## config.mk

```make
export PLATFORM = sky130hd
export DESIGN_NAME = button_hold_classifier_core
export DESIGN_NICKNAME = d
export VERILOG_FILES = /design/src/bhc_pkg.sv /design/src/bhc_cfg_regs.sv /design/src/bhc_fsm.sv /design/src/button_hold_classifier_core.sv
export SDC_FILE = /design/constraint.sdc
export NUM_CORES = 1
export LEC_CHECK = 0
export BUFFER_PORTS_ARGS = -buffer_cell sky130_fd_sc_hd__buf_2
export CAP_MARGIN = 30
export CORE_AREA = 2 2 182 184
export CTS_CLUSTER_DIAMETER = 100
export DETAILED_ROUTE_END_ITERATION = 16
export DIE_AREA = 0 0 184 186
export PLACE_DENSITY_LB_ADDON = 0.25
export SLEW_MARGIN = 20
export SYNTH_ARGS = -nofsm -noshare
export SYNTH_HDL_FRONTEND = slang
export SYNTH_SLANG_ARGS = --single-unit
```

## constraint.sdc

```tcl
create_clock -name clk -period 5.4 [get_ports clk]
set_input_delay 0.27 -clock clk [delete_from_list [all_inputs] [get_ports clk]]
set_output_delay 0.27 -clock clk [all_outputs]
set_load 0.05 [all_outputs]
```

## src/bhc_pkg.sv

```systemverilog
// Shared types and constants of the button hold classifier.
// No dependencies; imported by every module of the block.
`timescale 1ns / 1ps
`default_nettype none

package bhc_pkg;

  // Default timestamp arithmetic width
  localparam int unsigned TIME_BITS_DEF = 32;

  // Configuration port widths
  localparam int unsigned CFG_IDX_W  = 3;
  localparam int unsigned CFG_DATA_W = 20;

  // Register defaults after reset
  localparam logic [15:0] DEBOUNCE_RST = 16'd50;
  localparam logic [19:0] MENU_RST     = 20'd2000;
  localparam logic [19:0] TARE_RST     = 20'd10000;
  localparam logic [19:0] UNDO_RST     = 20'd15000;
  localparam logic [19:0] CONFIRM_RST  = 20'd3000;

  // Register indexes
  typedef enum logic [CFG_IDX_W-1:0] {
    CFG_DEBOUNCE = 3'd0,
    CFG_MENU     = 3'd1,
    CFG_TARE     = 3'd2,
    CFG_UNDO     = 3'd3,
    CFG_CONFIRM  = 3'd4
  } cfg_idx_t;

  // Button phases
  typedef enum logic [1:0] {
    PH_IDLE        = 2'd0,
    PH_DEB_PRESS   = 2'd1,
    PH_HOLDING     = 2'd2,
    PH_DEB_RELEASE = 2'd3
  } phase_t;

  // Reported actions
  typedef enum logic [2:0] {
    ACT_NONE   = 3'd0,
    ACT_HINT   = 3'd1,
    ACT_PROMPT = 3'd2,
    ACT_ENTER  = 3'd3,
    ACT_CANCEL = 3'd4,
    ACT_TARE   = 3'd5,
    ACT_UNDO   = 3'd6
  } action_t;

  // Current register values
  typedef struct packed {
    logic [15:0] debounce_time;
    logic [19:0] menu_hold_time;
    logic [19:0] tare_hold_time;
    logic [19:0] undo_hold_time;
    logic [19:0] confirm_window;
  } cfg_t;

  // One poll
  typedef struct packed {
    logic        pressed;
    logic [31:0] now_ms;
  } in_item_t;

  // One result
  typedef struct packed {
    action_t     action;
    logic        activity_mark;
    logic        holding;
    logic [31:0] hold_elapsed;
  } out_item_t;

endpackage

`default_nettype wire

```

## src/bhc_cfg_regs.sv

```systemverilog
// Configuration register file of the button hold classifier.
// Depends on bhc_pkg for the register indexes, defaults and cfg_t.
`timescale 1ns / 1ps
`default_nettype none

module bhc_cfg_regs
  import bhc_pkg::*;
(
  input  wire logic                  clk,
  input  wire logic                  rst_n,
  input  wire logic                  cfg_valid,
  output logic                       cfg_ready,
  input  wire logic [CFG_IDX_W-1:0]  cfg_index,
  input  wire logic [CFG_DATA_W-1:0] cfg_data,
  output cfg_t                       cfg
);

  cfg_t cfg_r;
  cfg_t cfg_nxt;

  // Writes are always taken
  assign cfg_ready = 1'b1;
  assign cfg       = cfg_r;

  // Decode one write; unknown indexes are dropped
  always_comb begin
    cfg_nxt = cfg_r;
    if (cfg_valid) begin
      unique case (cfg_idx_t'(cfg_index))
        CFG_DEBOUNCE: cfg_nxt.debounce_time  = cfg_data[15:0];
        CFG_MENU:     cfg_nxt.menu_hold_time = cfg_data;
        CFG_TARE:     cfg_nxt.tare_hold_time = cfg_data;
        CFG_UNDO:     cfg_nxt.undo_hold_time = cfg_data;
        CFG_CONFIRM:  cfg_nxt.confirm_window = cfg_data;
        default:      cfg_nxt = cfg_r;
      endcase
    end
  end

  always_ff @(posedge clk) begin
    if (!rst_n) begin
      cfg_r.debounce_time  <= DEBOUNCE_RST;
      cfg_r.menu_hold_time <= MENU_RST;
      cfg_r.tare_hold_time <= TARE_RST;
      cfg_r.undo_hold_time <= UNDO_RST;
      cfg_r.confirm_window <= CONFIRM_RST;
    end else begin
      cfg_r <= cfg_nxt;
    end
  end

endmodule

`default_nettype wire

```

## src/bhc_fsm.sv

```systemverilog
// Debounce and hold classification state machine: phase, timestamps,
// prompt flag, and the per-poll result. Depends on bhc_pkg.
`timescale 1ns / 1ps
`default_nettype none

module bhc_fsm
  import bhc_pkg::*;
#(
  parameter int unsigned TIME_BITS = TIME_BITS_DEF
) (
  input  wire logic     clk,
  input  wire logic     rst_n,
  input  wire logic     step_en,
  input  wire cfg_t     cfg,
  input  wire in_item_t item,
  output out_item_t     res
);

  phase_t               phase_r, phase_nxt;
  logic [TIME_BITS-1:0] press_r, press_nxt;
  logic [TIME_BITS-1:0] deb_r, deb_nxt;
  logic [TIME_BITS-1:0] win_r, win_nxt;
  logic                 prompt_r, prompt_nxt;

  logic [TIME_BITS-1:0] now_t;
  logic [TIME_BITS-1:0] d_press, d_deb, d_win;
  logic [63:0]          d_press64, d_deb64, d_win64;
  logic                 deb_exp, win_exp, menu_exp, tare_exp, undo_exp;
  logic                 pr;
  action_t              act;
  logic                 mark;

  // Timestamp folded to the arithmetic width
  assign now_t = TIME_BITS'(64'(item.now_ms));
  assign pr    = item.pressed;

  // Wrapping elapsed times
  assign d_press = now_t - press_r;
  assign d_deb   = now_t - deb_r;
  assign d_win   = now_t - win_r;

  assign d_press64 = 64'(d_press);
  assign d_deb64   = 64'(d_deb);
  assign d_win64   = 64'(d_win);

  // Timeout flags; a zero length counts as elapsed
  assign deb_exp  = d_deb64   >= 64'(cfg.debounce_time);
  assign win_exp  = d_win64   >= 64'(cfg.confirm_window);
  assign menu_exp = d_press64 >= 64'(cfg.menu_hold_time);
  assign tare_exp = d_press64 >= 64'(cfg.tare_hold_time);
  assign undo_exp = d_press64 >= 64'(cfg.undo_hold_time);

  // Next state and action
  always_comb begin
    phase_nxt  = phase_r;
    press_nxt  = press_r;
    deb_nxt    = deb_r;
    win_nxt    = win_r;
    prompt_nxt = prompt_r;
    act        = ACT_NONE;
    mark       = 1'b0;
    unique case (phase_r)
      PH_IDLE: begin
        // window expiry wins over the level
        if (prompt_r && win_exp) begin
          prompt_nxt = 1'b0;
          act        = ACT_CANCEL;
        end else if (pr) begin
          deb_nxt   = now_t;
          phase_nxt = PH_DEB_PRESS;
        end
      end
      PH_DEB_PRESS: begin
        if (deb_exp) begin
          if (!pr) begin
            phase_nxt = PH_IDLE;
          end else begin
            mark       = 1'b1;
            prompt_nxt = 1'b0;
            if (prompt_r && !win_exp) begin
              phase_nxt = PH_IDLE;
              act       = ACT_ENTER;
            end else begin
              press_nxt = now_t;
              phase_nxt = PH_HOLDING;
              act       = ACT_HINT;
            end
          end
        end
      end
      PH_HOLDING: begin
        if (pr) begin
          if (!prompt_r && menu_exp && !tare_exp) begin
            prompt_nxt = 1'b1;
            win_nxt    = now_t;
            act        = ACT_PROMPT;
          end else begin
            act = ACT_HINT;
          end
        end else begin
          deb_nxt   = now_t;
          phase_nxt = PH_DEB_RELEASE;
        end
      end
      PH_DEB_RELEASE: begin
        if (deb_exp) begin
          if (pr) begin
            phase_nxt = PH_HOLDING;
            act       = ACT_HINT;
          end else begin
            mark      = 1'b1;
            phase_nxt = PH_IDLE;
            // undo is tested before tare
            if (undo_exp) begin
              prompt_nxt = 1'b0;
              act        = ACT_UNDO;
            end else if (tare_exp) begin
              prompt_nxt = 1'b0;
              act        = ACT_TARE;
            end else if (prompt_r) begin
              win_nxt = now_t;
            end
          end
        end
      end
      default: phase_nxt = phase_r;
    endcase
  end

  // Result; a fresh hold starts at zero elapsed
  always_comb begin
    res.action        = act;
    res.activity_mark = mark;
    res.holding       = (phase_nxt == PH_HOLDING);
    res.hold_elapsed  = '0;
    if (phase_nxt == PH_HOLDING && phase_r != PH_DEB_PRESS) begin
      res.hold_elapsed = d_press64[31:0];
    end
  end

  always_ff @(posedge clk) begin
    if (!rst_n) begin
      phase_r  <= PH_IDLE;
      press_r  <= '0;
      deb_r    <= '0;
      win_r    <= '0;
      prompt_r <= 1'b0;
    end else if (step_en) begin
      phase_r  <= phase_nxt;
      press_r  <= press_nxt;
      deb_r    <= deb_nxt;
      win_r    <= win_nxt;
      prompt_r <= prompt_nxt;
    end
  end

endmodule

`default_nettype wire

```

## src/button_hold_classifier_core.sv

```systemverilog
// Top level of the button hold classifier: input register, state machine,
// result register. Depends on bhc_pkg, bhc_cfg_regs and bhc_fsm.
//
// Button poll classifier. Each input item is one poll (button level and a
// wrapping millisecond timestamp); each poll yields exactly one result item,
// loaded into the result register from the input register once the result
// register is free or drains. One poll is taken every clock while the input
// is not stalled: the whole debounce and classification step for an item is
// a single pass of subtract and compare logic between the input register and
// the result register. While a result is stalled the input register still
// takes one more poll; only then does the input stall. Configuration writes
// are taken at any time (cfg_ready is always high) but must only be issued
// while no poll is in flight.
`timescale 1ns / 1ps
`default_nettype none

module button_hold_classifier_core
  import bhc_pkg::*;
#(
  parameter int unsigned TIME_BITS = TIME_BITS_DEF
) (
  input  wire logic                  clk,
  input  wire logic                  rst_n,
  // poll input
  input  wire logic                  in_valid,
  output logic                       in_stall,
  input  wire in_item_t              in_item,
  // result output
  output logic                       out_valid,
  input  wire logic                  out_stall,
  output out_item_t                  out_item,
  // configuration writes
  input  wire logic                  cfg_valid,
  output logic                       cfg_ready,
  input  wire logic [CFG_IDX_W-1:0]  cfg_index,
  input  wire logic [CFG_DATA_W-1:0] cfg_data
);

  cfg_t      cfg;
  logic      s1_valid_r, s1_valid_nxt;
  in_item_t  s1_item_r;
  logic      out_valid_r, out_valid_nxt;
  out_item_t out_item_r;
  out_item_t step_res;
  logic      advance;
  logic      in_take;

  bhc_cfg_regs u_cfg (
    .clk       (clk),
    .rst_n     (rst_n),
    .cfg_valid (cfg_valid),
    .cfg_ready (cfg_ready),
    .cfg_index (cfg_index),
    .cfg_data  (cfg_data),
    .cfg       (cfg)
  );

  // Item moves to the result register when that register is free or drains
  assign advance  = s1_valid_r && (!out_valid_r || !out_stall);
  assign in_stall = s1_valid_r && !advance;
  assign in_take  = in_valid && !in_stall;

  bhc_fsm #(
    .TIME_BITS (TIME_BITS)
  ) u_fsm (
    .clk     (clk),
    .rst_n   (rst_n),
    .step_en (advance),
    .cfg     (cfg),
    .item    (s1_item_r),
    .res     (step_res)
  );

  // Valid flags of both stages
  assign s1_valid_nxt  = in_take || (s1_valid_r && !advance);
  assign out_valid_nxt = advance || (out_valid_r && out_stall);

  always_ff @(posedge clk) begin
    if (!rst_n) begin
      s1_valid_r  <= 1'b0;
      out_valid_r <= 1'b0;
    end else begin
      s1_valid_r  <= s1_valid_nxt;
      out_valid_r <= out_valid_nxt;
    end
  end

  // Payload registers
  always_ff @(posedge clk) begin
    if (in_take) begin
      s1_item_r <= in_item;
    end
    if (advance) begin
      out_item_r <= step_res;
    end
  end

  assign out_valid = out_valid_r;
  assign out_item  = out_item_r;

endmodule

`default_nettype wire

```

==> flow_summary_export.csv <==
group,metric,value,unit
die,die_w,184,um
logic_synthesis,ys.flop_type,"dfxtp_1",
place,gp_congestion,1.004,
critical_path,r2r_setup_slack,0.13,ns
critical_path,slowest_delay,0.50,ns
cts,clk-insertion-delay-late,0.60,ns
layout,drive_gt1_frac,0.1234,
grt,grt_use_met3,0.03561,
logic_synthesis,yosysTopAreaCellShare,0.2201,
layout,n_antenna_cell,0,
grt,antenna_found_initial,0,
logic_synthesis,synthCells,2165,
hold_path,hold_depth,3,
grt,grt_use_met2,0.5010,
hold_path,hold_path_end,"u_cfg.cfg[89]$_SDFFE_PN0P_",
cts,cts_made_buffers,30,
grt,use_met1,0.3994,
timing,finalClockSkew,0.03661,ns
die,die-height,186,um
grt,grt_pass1_vias,15403,
cts,htree_levels,1,
grt,grt_pass1_wl,80700,um
cts,clk_pin_slew,0.06,ns
place,numPortBuffers,99,
critical_path,reg2reg_from,"s1_item_r[0]$_DFFE_PP_",
timing,rsz0062_at_grt,"true",
logic_synthesis,synth-edff-count,70,
grt,grt_max_degree,74,
hold_path,hold_class,"input port to flip-flop",
logic_synthesis,yosys_register_bits,267,
timing,worstMarginPinSlew,0.9474,ns
critical_path,r2r_end,"u_fsm.win_r[23]$_SDFFE_PN0P_",
logic_synthesis,syn_area,17920,um^2
critical_path,worstSetupStartpointType,"flip-flop",
critical_path,cp_top_family,"compound AO/OA/AOI/OAI gates",
cts,clkSinkCount,267,
grt,grt_util_all_layers,0.2984,
logic_synthesis,synthArstFlopShare,0,
logic_synthesis,ys_top_cells_by_count,"nand2_1 (358), inv_1 (208), a21oi_1 (201), dfxtp_1 (197), ha_1 (190)",
logic_synthesis,syn-mean-instance-area,8.278,um^2
logic_synthesis,synth_nets,2419,
logic_synthesis,synth_most_common_cell,"nand2_1",
cts,clock_path_buffers,3,
die,die-area,34220,um^2
die,rows,66,
critical_path,worst_setup_path_end_kind,"flip-flop",
power,peakVddDrop,0.0002676,V
layout,area_growth,17.80,%
critical_path,crit_type,"flip-flop to flip-flop",
logic_synthesis,synthTopCellsByArea,"dfxtp_1 (22%), ha_1 (13%), edfxtp_1 (12%), nand2_1 (7.5%), mux2i_1 (5.6%)",
detailed_routing,drtIter0Drc,1194,
detailed_routing,vias_per_cell,5.903,
logic_synthesis,synth_seq_area_share,0.3373,
timing,layout_min_cycle_time,5.271,ns
critical_path,slowest_stage,"or4b_4",
timing,finalSetupTns,0,ns
timing,setup_viol,0,
detailed_routing,vias,16329,
die,core,32210,um^2
die,io_pins,101,
layout,nets,2588,
logic_synthesis,yosysTopAreaCell,"dfxtp_1",
status,status,"finished, final reports clean",
run,maxCapViolCount,0,
grt,busiest_layer,"met2",
cts,cts_tree,"done",
cts,cts-root-buf,"clkbuf_16",
critical_path,worstPathRequired,5.90,ns
detailed_routing,first_pass_iters,5,
detailed_routing,drc_errors,0,
critical_path,path_buf_inv,5,
timing,hold_ws,0.04628,ns
timing,final_hold_viol_count,0,
logic_synthesis,ys_types,89,
timing,max_freq,0.1897,GHz
timing,slew_viol_final,0,
place,hpwl,38840,um
critical_path,ff2ff_path_depth,25,
detailed_routing,ant_nets,0,
grt,grt_overflow,0,
power,p_leak,8.391,nW
power,power-per-cell-area,263.4,nW/um^2
detailed_routing,avgRoutedWirePerCell,18.80,um
detailed_routing,wirelength,52000,um
logic_synthesis,yosysWarnings,0,
die,start_util,0.5565,
timing,fin_crit_sh,0.9761,
power,total_power,5.560,mW
critical_path,arrival,5.77,ns
critical_path,crit_fanout,8,
timing,maxSlewHeadroom,0.3684,
hold_path,hold_start,"cfg_data[9]",
[logic make-up after synthesis]
group | Yosys count | share of synthesized area
AO/OA/AOI/OAI | 526 | 0.1882
XOR/XNOR | 71 | 0.03470
adder cells (fa/ha/maj) | 193 | 0.1360
multiplexers | 102 | 0.05704
flip-flops | 267 | 0.3373
AND/OR/NAND/NOR | 701 | 0.1789
other | 1 | 0.0002092
buffers and inverters | 304 | 0.06765
[per-stage QoR]
step | utilization | cell area [um^2] | setup WS [ns] | std cells
after floorplan | - | 17920 | 0.3208 | 2165
after global placement | 0.5887 | 18960 | 0.06974 | 2628
after detailed placement | 0.5887 | 18960 | -0.1424 | 2628
after CTS | 0.6466 | 20830 | 0.006878 | 2753
after global routing | 0.6555 | 21110 | -0.03715 | 2766
final | 0.6555 | 21110 | 0.1290 | 2766
[metal layers]
layer | part of all wire | routed length, um
met5 | 0 | 0
met4 | 0.033 | 1700
met3 | 0.065 | 3385
met2 | 0.46 | 23730
met1 | 0.45 | 23180
[sequential cells by signal (all words and copies together) (netlist names), 2 cells and up]
| signal | count |
|---|---|
| u_cfg.cfg | 96 |
| s1_item_r | 33 |
| out_item | 37 |
| u_fsm.phase_r | 2 |
| u_fsm.win_r | 32 |
| u_fsm.deb_r | 32 |
| u_fsm.press_r | 32 |
[worst max path at each step]
stage / from / to / slack [ns] / cells after the start
finish: s1_item_r[0]$_DFFE_PP_ / u_fsm.win_r[23]$_SDFFE_PN0P_ / 0.13 / 25
floorplan: s1_item_r[8]$_DFFE_PP_ / u_fsm.deb_r[10]$_SDFFE_PN0P_ / 0.32 / 22
global route: s1_item_r[6]$_DFFE_PP_ / u_fsm.win_r[23]$_SDFFE_PN0P_ / -0.04 / 23
global placement: s1_item_r[0]$_DFFE_PP_ / u_fsm.win_r[0]$_SDFFE_PN0P_ / 0.07 / 23
detailed placement: s1_item_r[0]$_DFFE_PP_ / u_fsm.win_r[12]$_SDFFE_PN0P_ / -0.14 / 23
CTS: s1_item_r[0]$_DFFE_PP_ / u_fsm.win_r[19]$_SDFFE_PN0P_ / 0.007 / 25
[worst reg2reg max path: cells and delay by family (launching register included)]
kind / cells / cell delay [ns]
and+or+nand+nor: 4 / 0.80
muxes: 1 / 0.19
xor gates and xnor gates: 1 / 0.14
adders and majority gates: 3 / 0.78
DFF: 1 / 0.41
AOI/OAI and AO/OA: 11 / 2.30
buffers and inverters: 5 / 0.56
[repair_timing]
item / 4_1_cts / 5_1_grt
pin swaps: 10 / 21
gates cloned: 3 / 0
hold endpoints to repair: 92 / 0
gates resized for setup: 12 / 41
hold buffers: 53 / 0
buffers inserted: 13 / 11
setup endpoints to repair: 32 / 133
[area by class of cell]
class,count,area (um^2)
Fill cell,2733,11090
Multi-Input combinational cell,1594,10900
Sequential cell,267,6046
Timing Repair Buffer,228,1765
Clock buffer,35,800.8
Inverter,213,800.8
Tap cell,408,510.5
Clock inverter,21,290.3
[cell usage in the layout, fill, tap and decap left out, drive strengths merged, types with 42 or more instances in the layout]
cell type    instances
o211ai              46
and2                42
a21oi              203
dfxtp              197
ha                 190
o21ai               81
inv                210
a21o                53
edfxtp              70
nor2               117
buf                175
mux2i              101
nand2              358
xnor2               43
dlygate4sd3         53
[power breakdown]
part / switching (mW) / internal, mW / total [mW]
Combinational: 0.693 / 0.459 / 1.15
Sequential: 0.0471 / 2.11 / 2.16
Clock: 0.901 / 1.35 / 2.25
Total: 1.64 / 3.92 / 5.56
Note: power is estimated with default switching activity, not from simulation.
